--- src/rtl/icc_pkg.sv ---
// ----------------------------------------------------------------------------
// icc_pkg
// Shared types, style codes and ASCII helpers for the case converter.
// ----------------------------------------------------------------------------
package icc_pkg;

	localparam int CHAR_W      = 21;
	localparam int SEP_W       = 7;
	localparam int MODE_W      = 5;
	localparam int QUEUE_DEPTH = 4;
	localparam int QUEUE_AW    = $clog2(QUEUE_DEPTH);
	localparam int QUEUE_CW    = $clog2(QUEUE_DEPTH + 1);

	// style codes
	localparam logic [MODE_W-1:0] MODE_DEFAULT     = 5'd0;
	localparam logic [MODE_W-1:0] MODE_CAMEL       = 5'd1;
	localparam logic [MODE_W-1:0] MODE_CAPITAL     = 5'd2;
	localparam logic [MODE_W-1:0] MODE_CONSTANT    = 5'd3;
	localparam logic [MODE_W-1:0] MODE_DOT         = 5'd4;
	localparam logic [MODE_W-1:0] MODE_HEADER      = 5'd5;
	localparam logic [MODE_W-1:0] MODE_NO          = 5'd6;
	localparam logic [MODE_W-1:0] MODE_PARAM       = 5'd7;
	localparam logic [MODE_W-1:0] MODE_PASCAL      = 5'd8;
	localparam logic [MODE_W-1:0] MODE_PATH        = 5'd9;
	localparam logic [MODE_W-1:0] MODE_SENTENCE    = 5'd10;
	localparam logic [MODE_W-1:0] MODE_SNAKE       = 5'd11;
	localparam logic [MODE_W-1:0] MODE_TITLE       = 5'd12;
	localparam logic [MODE_W-1:0] MODE_SWAP        = 5'd13;
	localparam logic [MODE_W-1:0] MODE_LOWER       = 5'd14;
	localparam logic [MODE_W-1:0] MODE_LOWER_FIRST = 5'd15;
	localparam logic [MODE_W-1:0] MODE_UPPER       = 5'd16;
	localparam logic [MODE_W-1:0] MODE_UPPER_FIRST = 5'd17;
	localparam logic [MODE_W-1:0] MODE_SPONGE      = 5'd18;

	localparam logic [SEP_W-1:0] CH_SPACE = 7'h20;
	localparam logic [SEP_W-1:0] CH_TAB   = 7'h09;
	localparam logic [SEP_W-1:0] CH_DOT   = 7'h2E;
	localparam logic [SEP_W-1:0] CH_UNDER = 7'h5F;
	localparam logic [SEP_W-1:0] CH_SLASH = 7'h2F;
	localparam logic [SEP_W-1:0] CH_DASH  = 7'h2D;
	localparam logic [SEP_W-1:0] CH_NUL   = 7'h00;
	localparam logic [CHAR_W-1:0] CASE_OFS = 21'd32;

	// one queued piece of work: optional separator, optional character
	typedef struct packed {
		logic              has_sep;
		logic              has_chr;
		logic [SEP_W-1:0]  sep;
		logic [CHAR_W-1:0] chr;
	} entry_t;

	function automatic logic is_sep(input logic [CHAR_W-1:0] c);
		return c == {14'd0, CH_SPACE} || c == {14'd0, CH_TAB} || c == {14'd0, CH_DOT} ||
		       c == {14'd0, CH_UNDER} || c == {14'd0, CH_SLASH} || c == {14'd0, CH_DASH};
	endfunction

	function automatic logic is_low(input logic [CHAR_W-1:0] c);
		return c >= 21'h61 && c <= 21'h7A;
	endfunction

	function automatic logic is_up(input logic [CHAR_W-1:0] c);
		return c >= 21'h41 && c <= 21'h5A;
	endfunction

	function automatic logic [CHAR_W-1:0] to_up(input logic [CHAR_W-1:0] c);
		return is_low(c) ? c - CASE_OFS : c;
	endfunction

	function automatic logic [CHAR_W-1:0] to_low(input logic [CHAR_W-1:0] c);
		return is_up(c) ? c + CASE_OFS : c;
	endfunction

endpackage

--- src/rtl/identifier_case_converter_core.sv ---
// ----------------------------------------------------------------------------
// identifier_case_converter_core
// Streams code points, splits them into words and rewrites them in a style.
// ----------------------------------------------------------------------------
// One character is accepted per cycle while the four-entry work queue has
// room. Each character yields zero, one or two output transactions; the back
// end sends one per cycle while m_tready is high, a word separator ahead of
// the character that starts the new word. tuser on the input marks the start
// of a string and clears the word state. tlast on the output marks the final
// transaction a character caused. The user must write the style register via
// cfg_we/cfg_wdata only while the stream is idle; the block does not check it.
module identifier_case_converter_core
	import icc_pkg::*;
(
	input  logic              clk,
	input  logic              arst_n,
	input  logic              cfg_we,
	input  logic [MODE_W-1:0] cfg_wdata,     // case_mode
	input  logic              s_tvalid,
	output logic              s_tready,
	input  logic [23:0]       s_tdata,       // [20:0] in_char, rest zero
	input  logic [0:0]        s_tuser,       // [0] string_start
	output logic              m_tvalid,
	input  logic              m_tready,
	output logic [23:0]       m_tdata,       // [20:0] out_char, rest zero
	output logic              m_tlast        // last_of_run
);

	logic              full, empty, push, pop, accept;
	entry_t            push_entry, head;
	logic [CHAR_W-1:0] out_char;

	assign s_tready = ~full;
	assign accept   = s_tvalid & s_tready;
	assign m_tdata  = {3'b000, out_char};

	icc_front u_front (
		.clk          (clk),
		.arst_n       (arst_n),
		.cfg_we       (cfg_we),
		.cfg_wdata    (cfg_wdata),
		.accept       (accept),
		.in_char      (s_tdata[CHAR_W-1:0]),
		.string_start (s_tuser[0]),
		.push         (push),
		.push_entry   (push_entry)
	);

	icc_queue u_queue (
		.clk        (clk),
		.arst_n     (arst_n),
		.push       (push),
		.push_entry (push_entry),
		.pop        (pop),
		.head       (head),
		.empty      (empty),
		.full       (full)
	);

	icc_back u_back (
		.clk       (clk),
		.arst_n    (arst_n),
		.head      (head),
		.empty     (empty),
		.pop       (pop),
		.out_valid (m_tvalid),
		.out_ready (m_tready),
		.out_char  (out_char),
		.out_last  (m_tlast)
	);

endmodule

--- src/rtl/icc_front.sv ---
// ----------------------------------------------------------------------------
// icc_front
// Accepts characters, tracks word state and builds the queued work entry.
// ----------------------------------------------------------------------------
module icc_front
	import icc_pkg::*;
(
	input  logic              clk,
	input  logic              arst_n,
	input  logic              cfg_we,
	input  logic [MODE_W-1:0] cfg_wdata,
	input  logic              accept,
	input  logic [CHAR_W-1:0] in_char,
	input  logic              string_start,
	output logic              push,
	output entry_t            push_entry
);

	logic [MODE_W-1:0] mode_q;
	logic              prev_low_q, written_q, odd_q, word_start_q;

	logic              pl, wr, od, ws, ws_chr, bnd, dflt, sep_in;
	logic              n_pl, n_wr, n_od, n_ws;
	logic [SEP_W-1:0]  sep_code;
	logic [CHAR_W-1:0] wcap, conv;

	always_comb begin
		pl   = string_start ? 1'b0 : prev_low_q;
		wr   = string_start ? 1'b0 : written_q;
		od   = string_start ? 1'b0 : odd_q;
		ws   = string_start ? 1'b1 : word_start_q;
		dflt = (mode_q == MODE_DEFAULT) || (mode_q > MODE_SPONGE);
		sep_in = is_sep(in_char);
		bnd  = pl & is_up(in_char);
		ws_chr = bnd | ws;

		// separator emitted at a word boundary, zero when suppressed
		case (mode_q)
			MODE_CAMEL:    sep_code = wr ? CH_NUL : CH_SPACE;
			MODE_CONSTANT: sep_code = CH_UNDER;
			MODE_DOT:      sep_code = CH_DOT;
			MODE_HEADER:   sep_code = CH_DASH;
			MODE_PARAM:    sep_code = CH_DASH;
			MODE_PASCAL:   sep_code = CH_NUL;
			MODE_PATH:     sep_code = CH_SLASH;
			MODE_SNAKE:    sep_code = CH_UNDER;
			default:       sep_code = CH_SPACE;
		endcase

		wcap = ws_chr ? to_up(in_char) : to_low(in_char);
		case (mode_q)
			MODE_CAMEL:       conv = wr ? wcap : to_low(in_char);
			MODE_CAPITAL:     conv = wcap;
			MODE_CONSTANT:    conv = to_up(in_char);
			MODE_DOT:         conv = in_char;
			MODE_HEADER:      conv = wcap;
			MODE_NO:          conv = to_low(in_char);
			MODE_PARAM:       conv = to_low(in_char);
			MODE_PASCAL:      conv = wcap;
			MODE_PATH:        conv = in_char;
			MODE_SENTENCE:    conv = wr ? to_low(in_char) : to_up(in_char);
			MODE_SNAKE:       conv = to_low(in_char);
			MODE_TITLE:       conv = wcap;
			MODE_SWAP:        conv = is_low(in_char) ? to_up(in_char) : to_low(in_char);
			MODE_LOWER:       conv = to_low(in_char);
			MODE_LOWER_FIRST: conv = wr ? in_char : to_low(in_char);
			MODE_UPPER:       conv = to_up(in_char);
			MODE_UPPER_FIRST: conv = wr ? in_char : to_up(in_char);
			MODE_SPONGE:      conv = od ? to_low(in_char) : to_up(in_char);
			default:          conv = in_char;
		endcase

		n_pl = pl;
		n_wr = wr;
		n_od = od;
		n_ws = ws;
		push_entry.sep = sep_code;
		push_entry.chr = in_char;
		push_entry.has_sep = 1'b0;
		push_entry.has_chr = 1'b0;
		if (dflt) begin
			push_entry.has_chr = 1'b1;
		end else if (sep_in) begin
			// leading separator of a string leaves only the cleared state
			if (!string_start) begin
				push_entry.has_sep = (sep_code != CH_NUL);
				n_ws = 1'b1;
				n_pl = 1'b0;
			end
		end else begin
			push_entry.has_sep = bnd && (sep_code != CH_NUL);
			push_entry.has_chr = 1'b1;
			push_entry.chr = conv;
			n_pl = is_low(in_char);
			n_wr = 1'b1;
			n_od = ~od;
			n_ws = 1'b0;
		end
		push = accept & (push_entry.has_sep | push_entry.has_chr);
	end

	always_ff @(posedge clk or negedge arst_n) begin
		if (!arst_n) begin
			mode_q       <= MODE_DEFAULT;
			prev_low_q   <= 1'b0;
			written_q    <= 1'b0;
			odd_q        <= 1'b0;
			word_start_q <= 1'b1;
		end else begin
			if (cfg_we) begin
				mode_q <= cfg_wdata;
			end
			if (accept) begin
				prev_low_q   <= n_pl;
				written_q    <= n_wr;
				odd_q        <= n_od;
				word_start_q <= n_ws;
			end
		end
	end

endmodule

--- src/rtl/icc_queue.sv ---
// ----------------------------------------------------------------------------
// icc_queue
// Small register queue of work entries between front and back.
// ----------------------------------------------------------------------------
module icc_queue
	import icc_pkg::*;
(
	input  logic   clk,
	input  logic   arst_n,
	input  logic   push,
	input  entry_t push_entry,
	input  logic   pop,
	output entry_t head,
	output logic   empty,
	output logic   full
);

	entry_t                slot_q [QUEUE_DEPTH];
	logic [QUEUE_AW-1:0]   wr_ptr_q, rd_ptr_q;
	logic [QUEUE_CW-1:0]   count_q;

	assign empty = (count_q == '0);
	assign full  = (count_q == QUEUE_CW'(QUEUE_DEPTH));
	assign head  = slot_q[rd_ptr_q];

	always_ff @(posedge clk) begin
		if (push) begin
			slot_q[wr_ptr_q] <= push_entry;
		end
	end

	always_ff @(posedge clk or negedge arst_n) begin
		if (!arst_n) begin
			wr_ptr_q <= '0;
			rd_ptr_q <= '0;
			count_q  <= '0;
		end else begin
			if (push) begin
				wr_ptr_q <= wr_ptr_q + 1'b1;
			end
			if (pop) begin
				rd_ptr_q <= rd_ptr_q + 1'b1;
			end
			case ({push, pop})
				2'b10:   count_q <= count_q + 1'b1;
				2'b01:   count_q <= count_q - 1'b1;
				default: count_q <= count_q;
			endcase
		end
	end

endmodule

--- src/rtl/icc_back.sv ---
// ----------------------------------------------------------------------------
// icc_back
// Expands each queued entry into one or two output transactions.
// ----------------------------------------------------------------------------
module icc_back
	import icc_pkg::*;
(
	input  logic              clk,
	input  logic              arst_n,
	input  entry_t            head,
	input  logic              empty,
	output logic              pop,
	output logic              out_valid,
	input  logic              out_ready,
	output logic [CHAR_W-1:0] out_char,
	output logic              out_last
);

	logic sep_done_q;
	logic show_sep;

	assign show_sep  = head.has_sep & ~sep_done_q;
	assign out_valid = ~empty;
	assign out_char  = show_sep ? {{(CHAR_W-SEP_W){1'b0}}, head.sep} : head.chr;
	assign out_last  = ~show_sep | ~head.has_chr;
	assign pop       = out_valid & out_ready & out_last;

	always_ff @(posedge clk or negedge arst_n) begin
		if (!arst_n) begin
			sep_done_q <= 1'b0;
		end else if (out_valid && out_ready) begin
			// hold the entry for its character after the separator goes out
			sep_done_q <= ~out_last;
		end
	end

endmodule
--- config.mk ---
export PLATFORM = sky130hd
export DESIGN_NAME = identifier_case_converter_core
export DESIGN_NICKNAME = d
export VERILOG_FILES = /design/src/rtl/icc_pkg.sv /design/src/rtl/identifier_case_converter_core.sv /design/src/rtl/icc_front.sv /design/src/rtl/icc_queue.sv /design/src/rtl/icc_back.sv
export SDC_FILE = /design/constraint.sdc
export NUM_CORES = 1
export LEC_CHECK = 0
export ABC_AREA = 1
export BUFFER_PORTS_ARGS = -buffer_cell sky130_fd_sc_hd__buf_2
export CAP_MARGIN = 20
export CORE_ASPECT_RATIO = 1.5
export CORE_MARGIN = 5
export CORE_UTILIZATION = 39
export CTS_BUF_LIST = sky130_fd_sc_hd__clkbuf_4
export CTS_CLUSTER_DIAMETER = 100
export DETAILED_ROUTE_END_ITERATION = 7
export GPL_ROUTABILITY_DRIVEN = 0
export SLEW_MARGIN = 10
export SYNTH_ARGS = -nofsm -noshare
export SYNTH_HDL_FRONTEND = slang
export SYNTH_HIERARCHICAL = 1
export SYNTH_SLANG_ARGS = --single-unit
--- constraint.sdc ---
create_clock -name clk -period 5.7 [get_ports clk]
set_input_delay 0.57 -clock clk [delete_from_list [all_inputs] [get_ports clk]]
set_output_delay 0.57 -clock clk [all_outputs]
set_load 0.01 [all_outputs]
* After elaboration in Yosys (flattened, before gate mapping)
Memory sizes are Yosys's and may differ from the RTL's.
Index checks and enable logic that the tools add are counted.
** Word-level totals
- Bits in registers :: 17
- Memories kept :: 1
- Memory bits (writable) :: 120
- Input port bits :: 35
** Cells by class
- Eq/ne operators :: 27
- Bitwise operators :: 16
- Multiplexer cells :: 37
- Add/subtract/negate cells :: 6
- $lt $le $gt $ge :: 5
- Reduce and logical (&&, ||, !) cells :: 19
** Memory list
- u_queue.slot_q :: words 4, width 30, rd ports 1, clocked after memory_dff 0, write ports 1, RTL line icc_queue.sv:18 : entry_t slot_q [QUEUE_DEPTH];
** Operator list (number)
- 2-to-1 mux 21 bit :: 12
- case mux 21 bit (9 select lines) :: 1
- equality test 21 x 6 -> 1 bit (second input constant) :: 4
- greater-or-equal comparator 21 x 7 -> 1 bit (second input constant) :: 2
- less-or-equal comparator 21 x 7 -> 1 bit (second input constant) :: 2
- case mux 7 bit (6 select lines) :: 1
- equality test 5 x 4 -> 1 bit (second input constant) :: 8
- adder 21 x 6 -> 21 bit (second input constant) :: 1
- equality test 21 x 4 -> 1 bit (second input constant) :: 1
- equality test 21 x 7 -> 1 bit (second input constant) :: 1
- 2-to-1 mux 1 bit :: 21
- subtractor 21 x 6 -> 21 bit (second input constant) :: 1
- equality test 5 x 3 -> 1 bit (second input constant) :: 4
- equality test 5 bit (second input constant) :: 3
- equality test 5 x 2 -> 1 bit (second input constant) :: 2
- OR reduction 4 bit :: 2
- NOT 1 bit :: 7
- nonzero test 7 bit :: 1
- bitwise AND 1 bit :: 6
- logical OR 1 bit :: 6
- 2-to-1 mux 6 bit :: 1
- case mux 3 bit (2 select lines) :: 1
- OR reduction 2 bit :: 3
- equality test 5 x 1 -> 1 bit (second input constant) :: 1
- other kinds (12) :: 18

* Logic depth before layout (Yosys ltp)
Gate-level depths: netlist of run 1.
- Word-level depth :: 12
- Depth in mapped cells :: 24
- Depth with buffers taken out :: 22

* Cells and area by module
The synthesis of run 1 kept the hierarchy.
** By module, submodules not included
- icc_queue :: cells an instance 399, times used 1, seq. area each 3778.6 um2, area each 5252.5 um2
- icc_front :: cells an instance 705, times used 1, seq. area each 226.5 um2, area each 3543.4 um2
- icc_back :: cells an instance 62, times used 1, seq. area each 25.0 um2, area each 299.0 um2
- identifier_case_converter_core :: cells an instance 7, times used 1, seq. area each 0.0 um2, area each 40.0 um2

* Worst setup path before layout of run 1
OpenSTA, ideal clock, no wires.
- Path kind :: in2reg
- Start :: input s_tdata[5]
- End :: memory u_queue/slot_q[0][0] (netlist name) (enable)
- Arrival time :: 2777 ps
- Path buffers :: 2
- Path slack :: 2539 ps
- Data required time :: 5315 ps
- Cell stages on the path :: 14
- Cells stage by stage :: buf_2 inv_1 ha_1 nand2_1 nor2_1 nand3_1 nand3_4 nand3_4 nand2_1 nand3_1 a31oi_1 clkbuf_1 nand2_1 inv_1
** Between the ends
- Cells in the longest elaborated chain, start to end :: 12
- Elaborated cells on any way between the ends :: 24
** Ends and longest elaborated chain
- from (decl) :: RTL line identifier_case_converter_core.sv:21 : input logic [23:0] s_tdata,
- parallel branches: the longest is 8 deep, another holds greater-or-equal comparator 21 x 7 -> 1 bit
- OR 1 bit * :: RTL line icc_front.sv:99 : push = accept & (push_entry.has_sep | push_entry.has_chr);
- bitwise AND 1 bit * :: RTL line icc_front.sv:99
- via push :: RTL line identifier_case_converter_core.sv:29 : logic full, empty, push, pop, accept;
- 2-to-1 mux 1 bit * :: RTL line icc_queue.sv:27 : if (push) begin
- 2-to-1 mux 1 bit (not written as such) * :: RTL line icc_queue.sv:28 : slot_q[wr_ptr_q] <= push_entry;
- to (decl) :: RTL line icc_queue.sv:18
Mark *: on every way through the listed nets, which the timed path passes.

==> impl_metrics.tcl, run 1 <==
set metrics [dict create \
    power_switching_mw 1.608 \
    crit_arrival_ns 3.77 \
    async_reset_ff_share_pct 12.41 \
    place_area_um2 9397 \
    fin_worst_skew_ns 0.02830 \
    hold_class "in2reg" \
    antenna_left 0 \
    synth_area_um2 9135 \
    power_mw 3.886 \
    internal_power_mw 2.279 \
    power.density_nw_per_um2 398.9 \
    synth_area_per_cell_um2 7.788 \
    utilization_pct 42.26 \
    netlist_top_cells_area "edfxtp_1 (39%), nand2_1 (14%), nor2_1 (6.6%), inv_1 (5.9%), o211ai_1 (5.2%)" \
    synth_ff_type "edfxtp_1" \
    finalHoldViolCount 0 \
    synthToLayoutAreaGrowth_pct 6.657 \
    grt_usage_pct 16.61 \
    drc 0 \
    die_w_um 135.0 \
    clk_path_buf_depth 2 \
    coreArea_um2 23060 \
    antenna_found_initial 2 \
    relSlewSlack_pct 36.02 \
    critical_path.endpoint_type "flip-flop" \
    cts_tree "done" \
    clkPwrFrac_pct 18.5 \
    clock-root-buffer "clkbuf_4" \
    grt_pass1_vias 7173 \
    rsz0062_at_grt "no" \
    pwr-share-comb_pct 43.7 \
    cts_buffers 17 \
    drv_cap 0 \
    grt_pass1_wl_um 35220 \
    vias 7568 \
    cts-htree-levels 4 \
    synth_top_area_share_pct 39.45 \
    clock_sinks 137 \
    fin_crit_ns 3.533 \
    critPathRequiredTime_ns 5.94 \
    yosysSeqAreaShare_pct 44.12 \
    die_area_um2 26650 \
    post-synth-top-count-cell "nand2_1" \
    cp-start-kind "flip-flop" \
    setup_viol 0 \
    timing.fmax_mhz 283.0 \
    fin_tns_setup_ns 0 \
    vias_per_cell 4.979 \
    post_cts_resized 0 \
    grt_use_met2_pct 31.69 \
    ys_top_cells_by_count "nand2_1 (342), nor2_1 (160), inv_1 (144), edfxtp_1 (120), nand3_1 (94)" \
    status "finished, final reports clean" \
    final.fill_count 2302 \
    drt_first_iter_violations 512 \
    detailed_place_hpwl_um 14760 \
    worst_skew_pair.late_latency_ns 0.52 \
    worst_pin_slew_ns 0.9597 \
    synth-seq-cells 137 \
    ys_warn_count 6 \
    start_util_pct 39.62 \
    dr.pass1.iters 5 \
    power.leakage_nw 4.314 \
    final_max_slew_viol_count 0 \
    num_rows 68 \
    wire_per_inst_um 14.54 \
    nets 1236 \
    num_io_pins 62 \
    worstSetupPathType "reg2reg" \
    switching_share_pct 41.37 \
    yosysUniqueCellTypes 41 \
    synthCells 1173 \
    yosysTopAreaCell "edfxtp_1" \
    die_h_um 197.4 \
    synth-edff-count 120 \
    p_seq_share_pct 37.8 \
    final.period_utilization_pct 61.99 \
    gr-usage-met3_pct 2.421 \
    worst-path-max-fanout 16 \
    clk_pin_slew_ns 0.14 \
    io_buffers 55 \
    worst_hold_slack_ns 0.2479 \
    top_usage_layer "met2" \
    use_met1_pct 18.81 \
    vdd_drop_max_uv 205.3 \
    grt_max_degree 99 \
    overflow 0 \
    final_area_um2 9743 \
    drive_gt1_share_pct 15.28 \
    drt-total-wl_um 22100 \
]
-- placed cells by master (no fill, tap or decap), drive strengths merged, types with 4 or more instances in the layout --
cell type / n
nor3: 5
clkbuf: 19
ha: 9
o211ai: 74
buf: 65
nand2: 384
inv: 153
edfxtp: 120
a21oi: 4
o21ai: 44
dfrtp: 16
nor2: 171
nand4: 8
bufinv: 4
nand3: 99
clkinv: 6
xor2: 5
-- repair_timing --
action / in CTS / in global routing
hold endpoints to repair: 16 / 0
setup buffers: 0 / 0
hold buffers: 1 / 0
endpoints found under the setup margin: 0 / 0
-- critical path, stage by stage, from the launching register on --
cell and delay [ns]:
dfrtp_1 0.44, inv_1 0.14, nor2_2 0.07, nand3_1 0.08
buf_4 0.26, nor2_1 0.09, inv_1 0.11, o2111ai_1 0.20
or2_2 0.33, nand3_1 0.09, a31oi_1 0.24, nand2_1 0.15
clkinv_1 0.55, buf_4 0.46
-- sequential cells by signal, indices dropped and copies added, names as in the netlist --
register              flops
u_queue/rd_ptr_q          2
u_queue/slot_q          120
u_back/sep_done_q         1
u_front/prev_low_q        1
u_front/written_q         1
u_front/word_start_q      1
u_queue/count_q           3
u_front/odd_q             1
u_front/mode_q            5
u_queue/wr_ptr_q          2
-- power by group through the flow --
stage               clock network (mW)  registers (mW)  logic [mW]
floorplan                            0            1.45        1.35
global placement                     0            1.49        1.71
detailed placement                   0            1.49        1.73
CTS                              0.737            1.47        1.73
global route                     0.779            1.50        1.92
finish                           0.718            1.47        1.70
-- metal layers --
layer	share of wire (%)	vias up
met3	4.2	31
met4	1.7	2
met1	41	3529
li1	-	3819
met5	0.032	-
met2	53	187
-- cell type report --
| type | count | area [um2] | share of cell area [%] |
|---|---|---|---|
| flip-flops and latches | 137 | 4034 | 41.40 |
| multi-input cells | 816 | 4041 | 41.48 |
| diodes | 1 | 2.502 | 0.02568 |
| inverters | 153 | 576.8 | 5.920 |
| well taps | 315 | 394.1 | 4.045 |
| clock inverters | 13 | 191.4 | 1.965 |
| clock buffers | 19 | 142.6 | 1.464 |
| repair buffers | 66 | 360.3 | 3.698 |
-- through the flow --
step	std cells	worst slack, ns
floorplan	1175	2.539
global placement	1486	1.850
detailed placement	1486	1.853
CTS	1519	2.095
global route	1520	1.823
finish	1520	2.167
-- logic make-up after synthesis --
| family | synth area share (%) |
|---|---|
| XOR/XNOR | 0.7670 |
| adder cells (fa/ha/maj) | 1.452 |
| AND/OR/NAND/NOR | 32.19 |
| other | 0.04105 |
| buffers and inverters | 11.75 |
| AO/OA/AOI/OAI | 9.684 |
| flip-flops | 44.12 |
-- path summary, 6_finish.rpt --
| check | startpoint | endpoint | slack (ns) | depth (start not counted) |
|---|---|---|---|---|
| setup / recovery | u_front/mode_q[0] | u_queue/slot_q[1][12] | 2.17 | 13 |
| hold / removal | cfg_wdata[1] | u_front/mode_q[1] | 0.25 | 3 |
| setup reg to reg | u_front/mode_q[0] | u_queue/slot_q[1][12] | 2.17 | 13 |
| hold reg to reg | u_front/word_start_q | u_front/word_start_q | 0.49 | 2 |
| max in group asynchronous | arst_n | u_front/word_start_q | 4.85 | 2 |
| min in group asynchronous | arst_n | u_front/mode_q[3] | 0.50 | 2 |
Note: power is estimated with default switching activity, not from simulation.
==> run 2, diff against run 1 <==
==> constraint.sdc (replaced) <==
create_clock -name clk -period 3.6 [get_ports clk]
set_input_delay 0.36 -clock clk [delete_from_list [all_inputs] [get_ports clk]]
set_output_delay 0.36 -clock clk [all_outputs]
set_load 0.01 [all_outputs]
==> impl_metrics.tcl, run 2 (synthesis gave the netlist of run 1 again) <==
set metrics [dict create \
    status "finished, final reports clean" \
    worst_pin_slew_ns 0.9320 \
    drt_first_iter_violations 570 \
    die_area_um2 26650 \
    clkPwrFrac_pct 17.3 \
    clk_path_buf_depth 2 \
    dpl_worst_slack_ns 0.6118 \
    overflow 0 \
    num_rows 68 \
    largest_reg_flops 120 \
    r2r-end "u_queue/count_q[2]" \
    vdd_drop_max_uv 353.1 \
    drive_gt1_share_pct 15.42 \
    worstSetupPathType "reg2out" \
    cts_buffers 17 \
    setup_viol 0 \
    start_util_pct 39.62 \
    finalHoldViolCount 0 \
    clock-root-buffer "clkbuf_4" \
    power.density_nw_per_um2 619.6 \
    pwr-share-comb_pct 44.3 \
    num_io_pins 62 \
    final.fill_count 2317 \
    reg2reg_slack_ns 0.64 \
    drt-total-wl_um 21880 \
    worst_slack_ns 0.6268 \
    relSlewSlack_pct 37.87 \
    hold_depth 2 \
    p_seq_share_pct 38.4 \
    grt_max_degree 97 \
    r2r_cells 16 \
    worst_skew_pair.late_latency_ns 0.53 \
    coreArea_um2 23060 \
    synthToLayoutAreaGrowth_pct 7.780 \
    drv_cap 0 \
    hold_class "in2reg" \
    cts_tree "done" \
    grt_usage_pct 16.62 \
    fin_worst_skew_ns 0.02675 \
    largest-register "u_queue/slot_q" \
    internal_power_mw 3.565 \
    utilization_pct 42.70 \
    switching_share_pct 41.56 \
    io_buffers 55 \
    final.period_utilization_pct 82.59 \
    cp-start-kind "flip-flop" \
    critPathRequiredTime_ns 3.24 \
    critical_path.endpoint_type "output pin" \
    post_cts_resized 0 \
    detailed_place_hpwl_um 14850 \
    place_area_um2 9477 \
    grt_pass1_vias 7039 \
    clock_sinks 137 \
    fin_tns_setup_ns 0 \
    clk_pin_slew_ns 0.13 \
    reg_top3 "u_queue/slot_q x120, u_front/mode_q x5, u_queue/count_q x3" \
    vias_per_cell 4.900 \
    postCtsSetupBuffers 0 \
    worstHoldStart "cfg_we" \
    power_switching_mw 2.535 \
    mostFrequentLayoutCell "nand2_1" \
    hold_end "u_front/mode_q[3]" \
    cts-htree-levels 4 \
    antenna_left 0 \
    grt_pass1_wl_um 34930 \
    antenna_found_initial 2 \
    wire_per_inst_um 14.31 \
    die_w_um 135.0 \
    dr.pass1.iters 5 \
    crit_arrival_ns 2.61 \
    power.leakage_nw 4.367 \
    r2r_start "u_front/mode_q[1]" \
    rsz0062_at_grt "no" \
    die_h_um 197.4 \
    final_area_um2 9846 \
    final_max_slew_viol_count 0 \
    nets 1245 \
    fin_crit_ns 2.973 \
    layout_common_cells "nand2_1 (342), nor2_1 (159), inv_1 (144)" \
    drc 0 \
    timing.fmax_mhz 336.3 \
    vias 7492 \
    worst-path-max-fanout 96 \
]
## run 2: cell count changes in the layout (fill, tap and decap cells not counted)
| cell | before | now |
|---|---|---|
| buf_12 | 0 | 4 |
| dlygate4sd3_1 | 1 | 6 |
| inv_6 | 3 | 2 |
| clkinvlp_4 | 3 | 5 |
| inv_1 | 141 | 144 |
| bufinv_16 | 4 | 3 |
| clkinv_1 | 3 | 1 |
| clkbuf_4 | 19 | 18 |
## run 2: how the worst max path moves through the flow
| stage | start | end | slack, ns | cells past startpoint |
|---|---|---|---|---|
| after CTS | u_queue/rd_ptr_q[0] | m_tdata[4] | 0.52 | 6 |
| final | u_queue/rd_ptr_q[0] | m_tdata[17] | 0.63 | 6 |
| after global placement | s_tdata[5] | u_queue/count_q[1] | 0.64 | 16 |
| after global routing | u_queue/rd_ptr_q[0] | m_tdata[4] | 0.34 | 7 |
| after detailed placement | s_tdata[5] | u_queue/count_q[1] | 0.61 | 16 |
| after floorplan | s_tdata[5] | u_queue/slot_q[0][0] | 0.65 | 14 |
## run 2: repair_timing
action,CTS,global route
hold buffers,6,0
endpoints found under the setup margin,0,0
endpoints found under the hold margin,21,0
## run 2: layout make-up
class,instances,area [um2],share of cell area (%)
well taps,315,394.1,4.003
flip-flops and latches,137,4034,40.97
clock inverters,14,171.4,1.741
inverters,153,576.8,5.858
diodes,1,2.502,0.02542
clock buffers,18,135.1,1.372
repair buffers,75,490.5,4.982
multi-input cells,816,4041,41.05
## run 2: layer usage
layer	vias up	wire length [um]	global-route usage, %
met3	32	913	2.574
met1	3458	9071	19.19
li1	3834	-	-
met4	2	401	5.902
met5	-	7	0
met2	166	11480	30.91
## run 2: power groups by stage
| stage | clock, mW | combinational [mW] | sequential, mW |
|---|---|---|---|
| 2_1_floorplan | 0 | 2.15 | 2.30 |
| 3_3_place_gp | 0 | 2.73 | 2.38 |
| 3_5_place_dp | 0 | 2.75 | 2.38 |
| 4_1_cts | 1.09 | 2.77 | 2.35 |
| 5_1_grt | 1.15 | 3.06 | 2.39 |
| 6_report | 1.05 | 2.70 | 2.34 |
## run 2: per-stage QoR
step / hold WS [ns] / std cells / total power [mW]
floorplan: 0.06441 / 1175 / 4.448
global placement: 0.3152 / 1490 / 5.101
detailed placement: 0.3166 / 1490 / 5.137
CTS: 0.04501 / 1528 / 6.200
global route: 0.07666 / 1529 / 6.598
finish: 0.1103 / 1529 / 6.100
## run 2: critical path, cell delays in order, from the launching register on
cell and delay (ns):
dfrtp_4 0.63, buf_4 0.76, o211ai_1 0.21, nand2_1 0.15, inv_1 0.05, nor2_1 0.08
buf_2 0.13
